===== src/hw/rtl/hrac_pkg.sv =====
`timescale 1ns / 1ps

package hrac_pkg;

   localparam logic [1:0] FUNC_ALLOC = 2'd0;
   localparam logic [1:0] FUNC_FREE  = 2'd1;
   localparam logic [1:0] FUNC_CHECK = 2'd2;

   localparam logic [2:0] ST_OK       = 3'd0;
   localparam logic [2:0] ST_NEG_ADDR = 3'd1;
   localparam logic [2:0] ST_NEG_SIZE = 3'd2;
   localparam logic [2:0] ST_UNKNOWN  = 3'd3;
   localparam logic [2:0] ST_FULL     = 3'd4;
   localparam logic [2:0] ST_OUTSIDE  = 3'd5;

   localparam int REQ_DATA_W = 64;
   localparam int RSP_DATA_W = 40;

   typedef enum logic [1:0] {
      S_IDLE,
      S_SCAN,
      S_FINISH
   } state_type;

   typedef struct packed {
      logic        live;
      logic [30:0] size;
      logic [30:0] base;
   } entry_type;

   typedef struct packed {
      logic start;
      logic scan;
      logic commit;
   } cmd_type;

   typedef struct packed {
      logic scan_done;
      logic out_busy;
   } stat_type;

endpackage


===== src/hw/rtl/hrac_datapath.sv =====
`timescale 1ns / 1ps

module hrac_datapath #(
   parameter int MAX_REGIONS = 16
) (
   input  logic                                clock,
   input  logic                                reset,
   input  logic [hrac_pkg::REQ_DATA_W-1:0]     req_tdata,
   input  logic [7:0]                          req_tuser,
   output logic                                rsp_tvalid,
   input  logic                                rsp_tready,
   output logic [hrac_pkg::RSP_DATA_W-1:0]     rsp_tdata,
   input  hrac_pkg::cmd_type                   cmd,
   output hrac_pkg::stat_type                  stat
);

   localparam int CW   = $clog2(MAX_REGIONS + 1);
   localparam int IDXW = (MAX_REGIONS > 1) ? $clog2(MAX_REGIONS) : 1;

   hrac_pkg::entry_type table_mem [MAX_REGIONS];

   logic [1:0]          func_ff;
   logic [31:0]         addr_ff;
   logic [30:0]         len_ff;
   logic signed [32:0]  end_ff;
   logic [CW-1:0]       count_ff, count_in;
   logic [CW-1:0]       idx_ff;
   logic                rd_pend_ff;
   hrac_pkg::entry_type rd_data_ff;
   logic                match_ff;
   logic [IDXW-1:0]     match_idx_ff;
   logic [30:0]         match_size_ff;
   logic [30:0]         min_base_ff;
   logic                inside_ff;
   logic                rsp_tvalid_ff;
   logic [hrac_pkg::RSP_DATA_W-1:0] rsp_tdata_ff;

   logic                issue;
   logic [31:0]         ent_end;
   logic                hit_base;
   logic                hit_inside;
   logic                wr_en;
   logic [IDXW-1:0]     wr_idx;
   hrac_pkg::entry_type wr_data;
   logic [2:0]          status;
   logic [30:0]         ret_base;

   assign issue      = cmd.scan && (idx_ff < count_ff);
   assign ent_end    = {1'b0, rd_data_ff.base} + {1'b0, rd_data_ff.size};
   assign hit_base   = ({1'b0, rd_data_ff.base} == addr_ff);
   assign hit_inside = rd_data_ff.live
                       && ($signed({2'b00, rd_data_ff.base}) <= $signed({addr_ff[31], addr_ff}))
                       && (end_ff <= $signed({1'b0, ent_end}));

   assign stat.scan_done = (idx_ff == count_ff) && !rd_pend_ff;
   assign stat.out_busy  = rsp_tvalid_ff && !rsp_tready;

   // decide the result and the table update from the finished scan
   always_comb begin
      status   = hrac_pkg::ST_OK;
      ret_base = '0;
      wr_en    = 1'b0;
      wr_idx   = match_idx_ff;
      wr_data  = '{live: 1'b1, size: len_ff, base: addr_ff[30:0]};
      count_in = count_ff;
      case (func_ff)
         hrac_pkg::FUNC_ALLOC: begin
            if (addr_ff[31]) begin
               status = hrac_pkg::ST_NEG_ADDR;
            end else if (match_ff) begin
               wr_en    = 1'b1;
               ret_base = addr_ff[30:0];
            end else if (count_ff < CW'(MAX_REGIONS)) begin
               wr_en    = 1'b1;
               wr_idx   = count_ff[IDXW-1:0];
               count_in = count_ff + CW'(1);
               ret_base = addr_ff[30:0];
            end else begin
               status = hrac_pkg::ST_FULL;
            end
         end
         hrac_pkg::FUNC_FREE: begin
            wr_data = '{live: 1'b0, size: match_size_ff, base: addr_ff[30:0]};
            if (addr_ff[31]) begin
               status = hrac_pkg::ST_NEG_ADDR;
            end else if (match_ff) begin
               wr_en = 1'b1;
            end else begin
               status = hrac_pkg::ST_UNKNOWN;
            end
         end
         hrac_pkg::FUNC_CHECK: begin
            if ((count_ff != '0) && !addr_ff[31] && (addr_ff[30:0] >= min_base_ff)
                && !inside_ff) begin
               status = hrac_pkg::ST_OUTSIDE;
            end
         end
         default: begin
            status = hrac_pkg::ST_OK;
         end
      endcase
   end

   always_ff @(posedge clock) begin
      if (cmd.commit && wr_en) begin
         table_mem[wr_idx] <= wr_data;
      end
      rd_data_ff <= table_mem[idx_ff[IDXW-1:0]];
   end

   always_ff @(posedge clock) begin
      if (reset) begin
         count_ff      <= '0;
         idx_ff        <= '0;
         rd_pend_ff    <= 1'b0;
         rsp_tvalid_ff <= 1'b0;
      end else begin
         rd_pend_ff <= issue;
         if (cmd.start) begin
            idx_ff <= '0;
         end else if (issue) begin
            idx_ff <= idx_ff + CW'(1);
         end
         if (cmd.commit) begin
            count_ff      <= count_in;
            rsp_tvalid_ff <= 1'b1;
         end else if (rsp_tready) begin
            rsp_tvalid_ff <= 1'b0;
         end
      end
   end

   always_ff @(posedge clock) begin
      if (cmd.start) begin
         func_ff     <= req_tuser[1:0];
         addr_ff     <= req_tdata[31:0];
         len_ff      <= req_tdata[62:32];
         end_ff      <= $signed({req_tdata[31], req_tdata[31:0]})
                        + $signed({2'b00, req_tdata[62:32]});
         match_ff    <= 1'b0;
         min_base_ff <= '1;
         inside_ff   <= 1'b0;
      end else if (rd_pend_ff) begin
         if (hit_base) begin
            match_ff      <= 1'b1;
            match_idx_ff  <= idx_ff[IDXW-1:0] - IDXW'(1);
            match_size_ff <= rd_data_ff.size;
         end
         if (rd_data_ff.base < min_base_ff) begin
            min_base_ff <= rd_data_ff.base;
         end
         if (hit_inside) begin
            inside_ff <= 1'b1;
         end
      end
      if (cmd.commit) begin
         rsp_tdata_ff <= {6'd0, ret_base, status};
      end
   end

   assign rsp_tvalid = rsp_tvalid_ff;
   assign rsp_tdata  = rsp_tdata_ff;

endmodule


===== config.mk =====
export PLATFORM = sky130hd
export DESIGN_NAME = hrac_datapath
export DESIGN_NICKNAME = d
export VERILOG_FILES = /design/src/hw/rtl/hrac_pkg.sv /design/src/hw/rtl/hrac_datapath.sv
export SDC_FILE = /design/constraint.sdc
export NUM_CORES = 1
export LEC_CHECK = 0
export ABC_AREA = 0
export BUFFER_PORTS_ARGS = -buffer_cell sky130_fd_sc_hd__buf_4
export CAP_MARGIN = 10
export CELL_PAD_IN_SITES_DETAIL_PLACEMENT = 0
export CELL_PAD_IN_SITES_GLOBAL_PLACEMENT = 1
export CORE_UTILIZATION = 33
export CTS_BUF_LIST = sky130_fd_sc_hd__clkbuf_16
export CTS_CLUSTER_DIAMETER = 50
export DETAILED_ROUTE_END_ITERATION = 8
export GPL_ROUTABILITY_DRIVEN = 0
export PLACE_DENSITY = 0.61
export SETUP_SLACK_MARGIN = 0.4
export SLEW_MARGIN = 0
export SYNTH_ARGS = -nofsm -noshare
export SYNTH_HDL_FRONTEND = slang
export SYNTH_SLANG_ARGS = --single-unit

===== constraint.sdc =====
create_clock -name clock -period 7.5 [get_ports clock]
set_input_delay 0.75 -clock clock [delete_from_list [all_inputs] [get_ports clock]]
set_output_delay 0.75 -clock clock [all_outputs]
set_load 0.02 [all_outputs]

## Word level (Yosys, flattened, before mapping)

Memories as Yosys holds them, arrays and structs flattened. A register that Yosys moved wholly into a read port is not among the register bits.
Cells that the tools add are included.

| operators by class | value |
|---|---|
| add/sub/neg operators | 5 |
| magnitude comparators | 6 |
| equal/unequal tests | 4 |
| multiplexer cells | 24 |
| bitwise operators | 4 |
| reductions and logical operators | 23 |

Operator list:

| operator | count |
|---|---|
| $mux W63 | 1 |
| $mux W31 | 2 |
| $add A32 B32 Y33 | 1 |
| $le A33 B33 Y1 | 1 |
| $add A31 B31 Y32 | 1 |
| $eq A31 B32 Y1 | 1 |
| $le A32 B32 Y1 | 1 |
| $ge A31 B31 Y1 | 1 |
| $lt A31 B31 Y1 | 1 |
| $mux W4 | 4 |
| $mux W3 | 4 |
| $add A5 B1 Y5 const B | 2 |
| $logic_and A1 B1 Y1 | 9 |
| $mux W1 | 9 |
| $pmux W3 S3 | 1 |
| $reduce_and A2 Y1 | 3 |
| $eq A5 B5 Y1 | 1 |
| $lt A5 B5 Y1 | 1 |
| $lt A5 B5 Y1 const B | 1 |
| $reduce_and A5 Y1 | 1 |
| $reduce_bool A5 Y1 | 1 |
| $logic_not A1 Y1 | 4 |
| $mux W2 | 2 |
| $not A1 Y1 | 4 |
| 8 further kinds | 9 |

| storage, ports and cells | value |
|---|---|
| register bits | 212 |
| bits in writable memories | 1008 |
| input port bits | 78 |
| output and inout bits | 43 |
| word-level logic and storage cells | 82 |
| memories | 1 |

Memory list:

| name | depth | bits a word | read ports | clocked after memory_dff | write ports | RTL line | text |
|---|---|---|---|---|---|---|---|
| table_mem | 16 | 63 | 1 | 1 | 1 | hrac_datapath.sv:20 | `hrac_pkg::entry_type table_mem [MAX_REGIONS];` |

## Depth between registers and ports, before layout

| logic depth | value |
|---|---|
| depth in word-level cells | 8 |
| mapped depth | 21 |
| gate-level depth less buffers | 21 |

## Least setup slack after synthesis

No wires, ideal clock.

| path | value |
|---|---|
| path kind | register to register |
| from | register addr_ff[30] |
| to | register match_idx_ff[0], enable pin |
| library setup time | 515 ps |
| data arrival time | 4887 ps |
| data required time | 6985 ps |
| slack | 2098 ps |
| stages on the path, launching flop included | 7 |
| buffers on the path | 0 |
| clock period less this slack | 5402 ps |
| cells stage by stage | edfxtp_1 -> inv_1 -> ha_1 -> nand4b_1 -> nor4_1 -> nand2_1 -> nor4_1 |

| between the ends | value |
|---|---|
| longest elaborated chain between the ends | 2 |

Ends and longest elaborated chain:

| item | RTL line | text |
|---|---|---|
| from (decl) | hrac_datapath.sv:23 | `logic [31:0] addr_ff;` |
| from (signal assigned) | hrac_datapath.sv:136 | `addr_ff <= req_tdata[31:0];` |
| $eq A31 B32 Y1 | hrac_datapath.sv:50 | `assign hit_base = ({1'b0, rd_data_ff.base} == addr_ff);` |
| $reduce_and A3 Y1 (no line) | -- |  |
| to (signal assigned) | hrac_datapath.sv:146 | `match_idx_ff <= idx_ff[IDXW-1:0] - IDXW'(1);` |
| to (decl) | hrac_datapath.sv:31 | `logic [IDXW-1:0] match_idx_ff;` |

No other way between the ends.
A chain may end at the register's enable or synchronous reset.

## Worst setup path in the final report

| path | value |
|---|---|
| from | register, netlist name rd_data_ff[3] |
| to | register inside_ff |

| between the ends | value |
|---|---|
| longest elaborated chain between the ends | 4 |
| elaborated cells between the ends (all ways) | 6 |
| those cells by class | 1 x add/sub; 2 x order compare; 3 x reduce/logical |

Ends and longest elaborated chain:

| item | RTL line | text |
|---|---|---|
| $add A31 B31 Y32 or $le A32 B32 Y1 (tied branches) | hrac_datapath.sv:49, hrac_datapath.sv:52 |  |
| $le A33 B33 Y1 or $logic_and A1 B1 Y1 (tied branches) | hrac_datapath.sv:53, hrac_datapath.sv:52 |  |
| $logic_and A1 B1 Y1 (*) | hrac_datapath.sv:53 | `&& (end_ff <= $signed({1'b0, ent_end}));` |
| $reduce_and A2 Y1 (no line) (*) | -- |  |
| to (signal assigned) | hrac_datapath.sv:142 | `inside_ff <= 1'b0;` |
| to (signal assigned) | hrac_datapath.sv:153 | `inside_ff <= 1'b1;` |
| to (decl) | hrac_datapath.sv:34 | `logic inside_ff;` |

Mark *: on every way between the ends. The rest lies on a longest branch, timed or not.

==> results.sh <==
export IMPL_vdd_ir_drop_max_mv=0.1816
export IMPL_netlist_area_leader_share_pct=66.98
export IMPL_synth_cell_types=75
export IMPL_intPower_mw=12.24
export IMPL_p_leak_nw=20.67
export IMPL_clock_latency_ns=0.76
export IMPL_io_buffers=107
export IMPL_setup_viol=0
export IMPL_synth_area_leaders="edfxtp_1 (67%), mux4_2 (13%), ha_1 (4.6%), dfxtp_1 (4.1%), nand2_1 (1.2%)"
export IMPL_final_setup_skew_ns=0.02696
export IMPL_cts_made_buffers=142
export IMPL_required_ns=8.13
export IMPL_synth_cells=2828
export IMPL_cts_resized=0
export IMPL_syn_avg_cell_area_um2=18.63
export IMPL_cts_sinks=1283
export IMPL_first_global_vias=27460
export IMPL_fin_crit_ns=5.214
export IMPL_cts_buffer_depth=3
export IMPL_whs_ns=0.1744
export IMPL_initial_core_util_pct=33.26
export IMPL_grt_pass1_wl_mm=199.3
export IMPL_cts_hold_buffers=0
export IMPL_slew_headroom_pct=17.10
export IMPL_post_cts_setup_buffer_count=0
export IMPL_drc=0
export IMPL_fin_cells=5221
export IMPL_cap_violations=0
export IMPL_fmax_mhz=191.8
export IMPL_finalCritPeriodShare_pct=69.52
export IMPL_synth_edf_count=1175
export IMPL_p_seq_share_pct=51.7
export IMPL_cts_root_buf="clkbuf_16"
export IMPL_synth_seq_cells=1283
export IMPL_hold_viol=0
export IMPL_worst_pin_slew_ns=1.230
export IMPL_comb_power_share_pct=4.2
export IMPL_worstSetupPathType="reg -> reg"
export IMPL_core_area_um2=158400
export IMPL_wl_mm=138.7
export IMPL_arrival_ns=5.85
export IMPL_grt_overflow_total=0
export IMPL_tns_ns=0
export IMPL_whs_path_depth=1
export IMPL_cts_tree="built"
export IMPL_switchingPower_mw=3.399
export IMPL_clk_pin_slew_worst_paths_ns=0.06
export IMPL_final_cell_mix="edfxtp_1 (1,175), mux4_2 (315), ha_1 (195)"
export IMPL_grt_max_degree=121
export IMPL_cp_start_kind="flip-flop"
export IMPL_placed_cells=4959
export IMPL_slew_violations=0
export IMPL_sw_frac_of_total_pct=21.74
export IMPL_die_y_um=401.5
export IMPL_status="completed"
export IMPL_rsz0062_at_grt="false"
export IMPL_areaGrowthSynthToFinish_pct=15.71
export IMPL_core_rowCount=146
export IMPL_h_tree_depth=4
export IMPL_pin_count=121
export IMPL_drive_gt1_share_pct=23.03
export IMPL_final_common_cell="edfxtp_1"
export IMPL_die_area_um2=161200
export IMPL_yosys_warnings=0
export IMPL_synth_largest_area_cell="edfxtp_1"
export IMPL_power_density_nw_per_um2=256.6
export IMPL_antenna_found_initial=13
export IMPL_track_usage_pct=17.22
export IMPL_final_nets=3306
export IMPL_yosysSeqAreaShare_pct=71.09
export IMPL_worstPathMaxFanout=5
export IMPL_antenna_left=0
export IMPL_dieWidth_um=401.5
export IMPL_dp_hpwl_mm=85.13
export IMPL_fillCellCount=14300
export IMPL_reg2reg_depth=20
export IMPL_initialDrtViolationCount=2618
export IMPL_wl_per_cell_um=26.56
export IMPL_routed_via_density=5.160
export IMPL_synthArstFlopShare_pct=0
export IMPL_syn_area_um2=52670
export IMPL_synth_ff_type="edfxtp_1"
export IMPL_num_vias=26940
export IMPL_first_pass_iters=5
export IMPL_crit_path_end_kind="flip-flop"
export IMPL_clockPowerShare_pct=44.1
export IMPL_hold_class="in -> reg"
-- stage by stage --
| stage | cell area [um^2] | utilization [%] | total power [mW] | worst slack, ns |
|---|---|---|---|---|
| after floorplan | 52690 | - | 8.571 | 2.098 |
| after global placement | 56290 | 35.54 | 8.895 | 2.290 |
| after detailed placement | 56290 | 35.54 | 8.904 | 2.398 |
| after CTS | 60950 | 38.48 | 15.80 | 2.361 |
| after global routing | 60950 | 38.48 | 16.13 | 1.891 |
| final | 60950 | 38.48 | 15.64 | 2.286 |
-- layer usage --
metal / global-route usage, % / wire [um]
met5: 0 / 0
met4: 4.409 / 2710
met3: 2.625 / 6637
met2: 28.06 / 66740
met1: 24.04 / 62600
-- cell usage after synthesis (all sizes together), types with 33 or more instances --
master,number
nand2,173
inv,106
ha,195
o21ai,55
nor2,69
a21oi,87
dfxtp,108
mux4,315
a21o,73
edfxtp,1175
and2,33
clkbuf,67
o211ai,36
buf,41
-- layout make-up --
class	count	area (um^2)	share of cell area (%)
Sequential cell	1283	37460	61.46
Multi-Input combinational cell	1336	14560	23.88
Clock buffer	149	3729	6.118
Tap cell	2072	2592	4.254
Timing Repair Buffer	162	1279	2.098
Clock inverter	112	932.1	1.529
Inverter	106	397.9	0.6528
Antenna cell	1	2.502	0.004106
-- critical path, cell delays in order, from the launching register on --
cell	delay, ns
dfxtp_1	0.49
ha_1	0.34
a21o_1	0.18
a21oi_1	0.17
a21boi_0	0.16
o21ai_0	0.28
a21oi_1	0.17
nor4_1	0.59
or3_1	0.24
nand2_1	0.09
xnor2_1	0.18
ha_1	0.29
nand4_1	0.11
or4_1	0.53
nor3_1	0.36
nor2b_1	0.18
a2111oi_0	0.07
o31ai_1	0.12
a21oi_1	0.12
a311oi_1	0.35
o2bb2ai_1	0.09
-- flip-flops by register name, summed over array words and instances (netlist names), 5 cells and up --
name and cells:
addr_ff 32, count_ff 5, idx_ff 5, rd_data_ff 63, len_ff 31, match_size_ff 31
table_mem 1008, rsp_tdata 34, min_base_ff 31, end_ff 33
-- cells by family (layout without fill, tap and decap cells) --
| family | Yosys count | after routing | share of synthesized area [%] |
|---|---|---|---|
| XOR/XNOR | 60 | 60 | 0.9976 |
| other | 1 | 7 | 0.007119 |
| adder cells (fa/ha/maj) | 197 | 197 | 4.708 |
| multiplexers | 317 | 317 | 13.51 |
| flip-flops | 1283 | 1283 | 71.09 |
| AO/OA/AOI/OAI | 338 | 338 | 4.335 |
| buffers and inverters | 214 | 529 | 1.603 |
| AND/OR/NAND/NOR | 418 | 418 | 3.753 |
-- path summary, 6_finish.rpt --
kind | startpoint | end | slack (ns)
setup / recovery | rd_data_ff[3] | inside_ff | 2.29
setup reg to reg | rd_data_ff[3] | inside_ff | 2.29
hold reg to reg | rd_data_ff[35] | match_size_ff[4] | 0.44
hold / removal | req_tuser[0] | func_ff[0] | 0.17
-- power groups by stage --
stage          registers, mW  clock network (mW)  logic [mW]
2_1_floorplan           8.19                   0       0.376
3_3_place_gp            8.24                   0       0.650
3_5_place_dp            8.25                   0       0.656
4_1_cts                 8.10                7.05       0.659
5_1_grt                 8.10                7.30       0.722
6_report                8.09                6.90       0.650
Note: power is estimated with default switching activity, not from simulation.
